## src/hdl/pti_pkg.sv

```systemverilog
// Shared types and constants for the pointer table integrity monitor.
`timescale 1ns / 1ps

package pti_pkg;

  localparam int MAX_ARRAYS  = 8;
  localparam int MAX_ENTRIES = 64;

  localparam int ARR_W     = (MAX_ARRAYS > 1) ? $clog2(MAX_ARRAYS) : 1;
  localparam int ENT_W     = (MAX_ENTRIES > 1) ? $clog2(MAX_ENTRIES) : 1;
  localparam int AC_W      = $clog2(MAX_ARRAYS + 1);
  localparam int CNT_W     = $clog2(MAX_ENTRIES + 1);
  localparam int PROD_W    = CNT_W + 16;
  localparam int MEM_AW    = ARR_W + ENT_W;
  localparam int MEM_DEPTH = 1 << MEM_AW;

  localparam logic [1:0] OP_REGISTER = 2'd0;
  localparam logic [1:0] OP_SNAPSHOT = 2'd1;
  localparam logic [1:0] OP_CHECK    = 2'd2;
  localparam logic [1:0] OP_QUERY    = 2'd3;

  localparam logic [1:0] KIND_NONE    = 2'd0;
  localparam logic [1:0] KIND_REMOVED = 2'd1;
  localparam logic [1:0] KIND_OUTSIDE = 2'd2;
  localparam logic [1:0] KIND_CHANGED = 2'd3;

  localparam logic [15:0] PASS_MAX = 16'hFFFF;

  typedef struct packed {
    logic [1:0]  operation;
    logic [2:0]  array_index;
    logic [5:0]  entry_index;
    logic [63:0] pointer_value;
    logic [63:0] address;
    logic [15:0] entry_total;
    logic [15:0] entry_bytes;
    logic [63:0] range_low;
    logic [63:0] range_high;
    logic        last_of_pass;
  } in_item_t;

  typedef struct packed {
    logic        accepted;
    logic [1:0]  anomaly_kind;
    logic        monitored;
    logic [15:0] pass_anomalies;
  } out_item_t;

  typedef struct packed {
    logic load;
    logic exec;
    logic clear;
  } pti_cmd_t;

  typedef struct packed {
    logic clear_done;
  } pti_sts_t;

endpackage

```

## src/hdl/pti_ctrl.sv

```systemverilog
// Sequencer for the monitor: clearing sweep, item accept, execute and output valid.
`timescale 1ns / 1ps

module pti_ctrl import pti_pkg::*; (
  input  logic     clk_i,
  input  logic     rst_ni,
  input  logic     in_valid_i,
  output logic     in_ready_o,
  output logic     out_valid_o,
  input  logic     out_ready_i,
  input  pti_sts_t sts_i,
  output pti_cmd_t cmd_o
);

  localparam logic [1:0] ST_CLEAR = 2'd0;
  localparam logic [1:0] ST_IDLE  = 2'd1;
  localparam logic [1:0] ST_EXEC  = 2'd2;

  logic [1:0] state_q, state_d;
  logic       out_valid_q, out_valid_d;

  always_comb begin
    state_d     = state_q;
    cmd_o       = '0;
    in_ready_o  = 1'b0;
    out_valid_d = out_valid_q;
    if (out_ready_i) begin
      out_valid_d = 1'b0;
    end
    unique case (state_q)
      ST_CLEAR: begin
        cmd_o.clear = 1'b1;
        if (sts_i.clear_done) begin
          state_d = ST_IDLE;
        end
      end
      ST_IDLE: begin
        in_ready_o = 1'b1;
        if (in_valid_i) begin
          cmd_o.load = 1'b1;
          state_d    = ST_EXEC;
        end
      end
      ST_EXEC: begin
        // hold while the previous result still waits
        if (!out_valid_q || out_ready_i) begin
          cmd_o.exec  = 1'b1;
          out_valid_d = 1'b1;
          state_d     = ST_IDLE;
        end
      end
      default: begin
        state_d = ST_CLEAR;
      end
    endcase
  end

  always_ff @(posedge clk_i or negedge rst_ni) begin
    if (!rst_ni) begin
      state_q     <= ST_CLEAR;
      out_valid_q <= 1'b0;
    end else begin
      state_q     <= state_d;
      out_valid_q <= out_valid_d;
    end
  end

  assign out_valid_o = out_valid_q;

endmodule

```

## config.mk

```make
export PLATFORM = sky130hd
export DESIGN_NAME = pti_ctrl
export DESIGN_NICKNAME = d
export VERILOG_FILES = /design/src/hdl/pti_pkg.sv /design/src/hdl/pti_ctrl.sv
export SDC_FILE = /design/constraint.sdc
export NUM_CORES = 1
export LEC_CHECK = 0
export BUFFER_PORTS_ARGS = -buffer_cell sky130_fd_sc_hd__buf_2
export CORE_AREA = 2 2 39 41
export CTS_CLUSTER_DIAMETER = 150
export DETAILED_ROUTE_END_ITERATION = 6
export DIE_AREA = 0 0 41 43
export PLACE_DENSITY_LB_ADDON = 0.08
export SLEW_MARGIN = 25
export SYNTH_ARGS = -nofsm -noshare
export SYNTH_HDL_FRONTEND = slang
export SYNTH_SLANG_ARGS = --single-unit
```

## constraint.sdc

```tcl
create_clock -name clk_i -period 1.1 [get_ports clk_i]
set_input_delay 0.22 -clock clk_i [delete_from_list [all_inputs] [get_ports clk_i]]
set_output_delay 0.22 -clock clk_i [all_outputs]
set_load 0.02 [all_outputs]
```

Word level (Yosys, flattened, before mapping)
Index checks and enable logic that the tools add are counted.
{"block": "classes", "eq_ne": 5, "reduce_logical": 4, "n_mux": 13}
{"cell": "2-to-1 mux 1 bit", "count": 9}
{"cell": "2-to-1 mux 2 bit", "count": 3}
{"cell": "inequality test 2 bit, second input constant", "count": 3}
{"cell": "one-hot mux 2 bit (3 select lines)", "count": 1}
{"cell": "AND reduction 3 bit", "count": 1}
{"cell": "== test 2 x 1 -> 1 bit, second input constant", "count": 1}
{"cell": "== test 2 bit, second input constant", "count": 1}
{"cell": "logical NOT 2 bit", "count": 1}
{"cell": "logical NOT 1 bit", "count": 1}
{"cell": "logical OR 1 bit", "count": 1}
{"block": "totals", "elab_cells": 24, "reg_bits": 3, "inputBits": 5, "out_inout_bits": 5}

Depth between registers and ports, before layout
{"block": "logic_depth", "word_depth": 4, "ltp_mapped": 3, "mapped_depth_nobuf": 3}

Worst setup path before layout
No wires, ideal clock.
{"block": "synth_timing", "kind": "register -> output", "from": "register out_valid_q, in the netlist out_valid_o", "to": "output cmd_o[1] (netlist name)", "path_slack_ps": -28, "n_path_buf": 0, "required_ps": 880, "arrival_time_ps": 908, "path_stages_with_launch": 3, "path_cell_list": "dfrtp_1 > nor2b_1 > nor2_1"}
{"item": "start, declared", "line_no": "pti_ctrl.sv:20", "text": "logic out_valid_q, out_valid_d;"}
{"item": "start signal, assigned", "line_no": "pti_ctrl.sv:64", "text": "out_valid_q <= out_valid_d;"}
{"item": "end, declared", "line_no": "pti_ctrl.sv:12", "text": "output pti_cmd_t cmd_o"}

==> flow_metrics.py <==
metrics = {
    "outcome": {
        "status": "complete, but fails checks",
        "violations": "setup timing",
    },
    "layout": {
        "area_growth_pct": 106,
        "utilization": 0.231,
        "multi_input_area_sq_um": 91.3,
        "final_nets": 40,
        "final_cell_mix": "buf_4, buf_2, clkbuf_4",
        "seqCellArea_sq_um": 76.3,
        "insertedDiodeCount": 0,
        "fillers": 164,
        "final_common_cell": "buf_4",
        "drive_gt1_frac": 0.618,
        "final_area_sq_um": 320,
    },
    "global_route": {
        "antenna_found_initial": 0,
        "grt_max_degree": 6,
        "grt_pass1_vias": 172,
        "grt-ovfl-total": 0,
        "grt_pass1_wl_um": 593,
        "track_usage": 0.0594,
    },
    "detailed_routing": {
        "avgRoutedWirePerCell_um": 7.76,
        "drt_pass1_iterations": 2,
        "detail-route-antenna-nets": 0,
        "drt_wl_total_um": 388,
        "drc": 0,
        "vias": 168,
        "avgViaCountPerCell": 3.36,
        "dr.first_iter.drc_count": 1,
    },
    "sta": {
        "final-hold-violation-count": 0,
        "post-route-period-util": 1.11,
        "rsz0062_at_grt": "yes",
        "fin_worst_skew_ns": 0.000665,
        "finalWorstSetupSlack_ns": -0.117,
        "relSlewSlack": 0.904,
        "slew_violations": 0,
        "max_clock_freq_ghz": 0.822,
        "setup_viol": 4,
        "tns_ns": -0.314,
        "min_period_ns": 1.22,
        "tightest_slew_ns": 0.140,
        "fin_hold_ws_ns": 0.310,
    },
    "synthesis": {
        "synth_top_area_frac": 0.484,
        "avgSynthCellArea_sq_um": 9.70,
        "yosysSeqAreaShare": 0.484,
        "synth_area_leaders": "dfrtp_1, nand2b_4, o22ai_1",
        "yosys_warnings": 0,
        "netlist_instances": 16,
        "yosys.area.top_type": "dfrtp_1",
        "synthesis.nets": 21,
        "yosys_register_bits": 3,
        "synth_area_sq_um": 155,
        "synth_cell_types": 10,
    },
    "setup_path": {
        "end_kind": "output pin",
        "critPathMaxFanout": 5,
        "required_ns": 0.88,
        "timing.reg2reg.setup_slack_ns": 0.14,
        "crit_arrival_ns": 1.00,
        "critical_path_class": "reg2out",
        "setup.worst_path.start_class": "register",
    },
    "cts": {
        "cts_tree": "yes",
        "cts_buffer_depth": 2,
        "worstSkewPairLatency_ns": 0.23,
        "cts_made_buffers": 3,
        "cts-root-buf": "clkbuf_4",
        "cts-htree-levels": 1,
        "clock-sinks": 3,
        "clk_pin_slew_ns": 0.04,
    },
    "worst_hold_path": {
        "hp-class": "in2async",
    },
    "floorplan": {
        "initial_core_util": 0.112,
        "dieArea_sq_mm": 0.00176,
        "die_w_um": 41,
        "rows": 14,
        "fp.coreArea_sq_mm": 0.00138,
        "pin_count": 10,
        "die_h_um": 43,
    },
    "placement": {
        "port_buffers": 9,
        "dpl_cell_area_sq_um": 223,
        "place_congestion": 0.610,
    },
    "power_and_ir_drop": {
        "leakagePower_nw": 0.165,
        "p_per_area_mw_per_mm2": 2870,
        "peakVddDrop_mv": 0.587,
        "totalPowerFinal_uw": 920,
    },
    "flow_run": {
        "cap_violations": 0,
    },
}
cell usage after synthesis, drive strengths merged:
| cell | number |
|---|---|
| and2b | 1 |
| dfrtp | 3 |
| inv | 1 |
| mux2i | 1 |
| nand2 | 2 |
| nand2b | 2 |
| nor2 | 3 |
| nor2b | 1 |
| o22ai | 2 |
registers in the layout (all words and copies together), names as in the netlist:
register and flops:
out_valid_o 1, state_q 2
metrics by stage:
step,instances,worst slack [ns]
3_3_place_gp,41,0.0639
4_1_cts,50,-0.129
3_5_place_dp,41,0.0518
6_report,50,-0.117
2_1_floorplan,16,0.0458
5_1_grt,50,-0.169
worst max-delay path, stage by stage (launching register included):
cell	delay [ns]
dfrtp_1	0.41
nand2b_4	0.17
nor2_4	0.08
buf_6	0.11
where the power goes:
part | switching, mW | internal, mW | leakage [nW]
clock | 0.0535 | 0.136 | 0.0150
combinational | 0.230 | 0.281 | 0.113
sequential | 0.0568 | 0.162 | 0.0368
total | 0.340 | 0.579 | 0.165
metal layers:
layer | vias to the layer above | GRT usage | part of all wire
met5 | - | 0 | 0
met4 | 0 | 0.100 | 0
met3 | 0 | 0.0157 | 0.057
met2 | 5 | 0.0844 | 0.56
met1 | 75 | 0.0453 | 0.38
li1 | 88 | - | -
area by class of cell:
type,count,share of cell area
repair buffers,14,0.320
well taps,16,0.0625
flip-flops and latches,3,0.238
multi-input cells,12,0.285
clock buffers,4,0.0820
inverters,1,0.0117
kinds of logic (layout without fill, tap and decap cells):
group                  Yosys count  in the layout  share of synthesized area
AND/OR/NAND/NOR                  9              9                      0.347
flip-flops                       3              3                      0.484
AO/OA/AOI/OAI                    2              2                     0.0806
multiplexers                     1              1                     0.0645
buffers and inverters            1             19                     0.0242
final timing paths:
check	startpoint	end	cells after the start
setup / recovery	state_q[0]	cmd_o[1]	3
hold reg to reg	out_valid_o	out_valid_o	2
max in group asynchronous	rst_ni	state_q[1]	2
setup reg to reg	state_q[0]	state_q[0]	3
min in group clk_i	sts_i	state_q[0]	3
hold / removal	rst_ni	out_valid_o	2
what timing repair did:
item                       CTS  global route
setup endpoints to repair    4             4
resized for setup           10             0
hold buffers                 1             0
pin swaps                    1             2
hold endpoints to repair     3             0
cloned                       0             0
setup buffers                4             0
No activity file was read; power rests on OpenSTA's default activity.
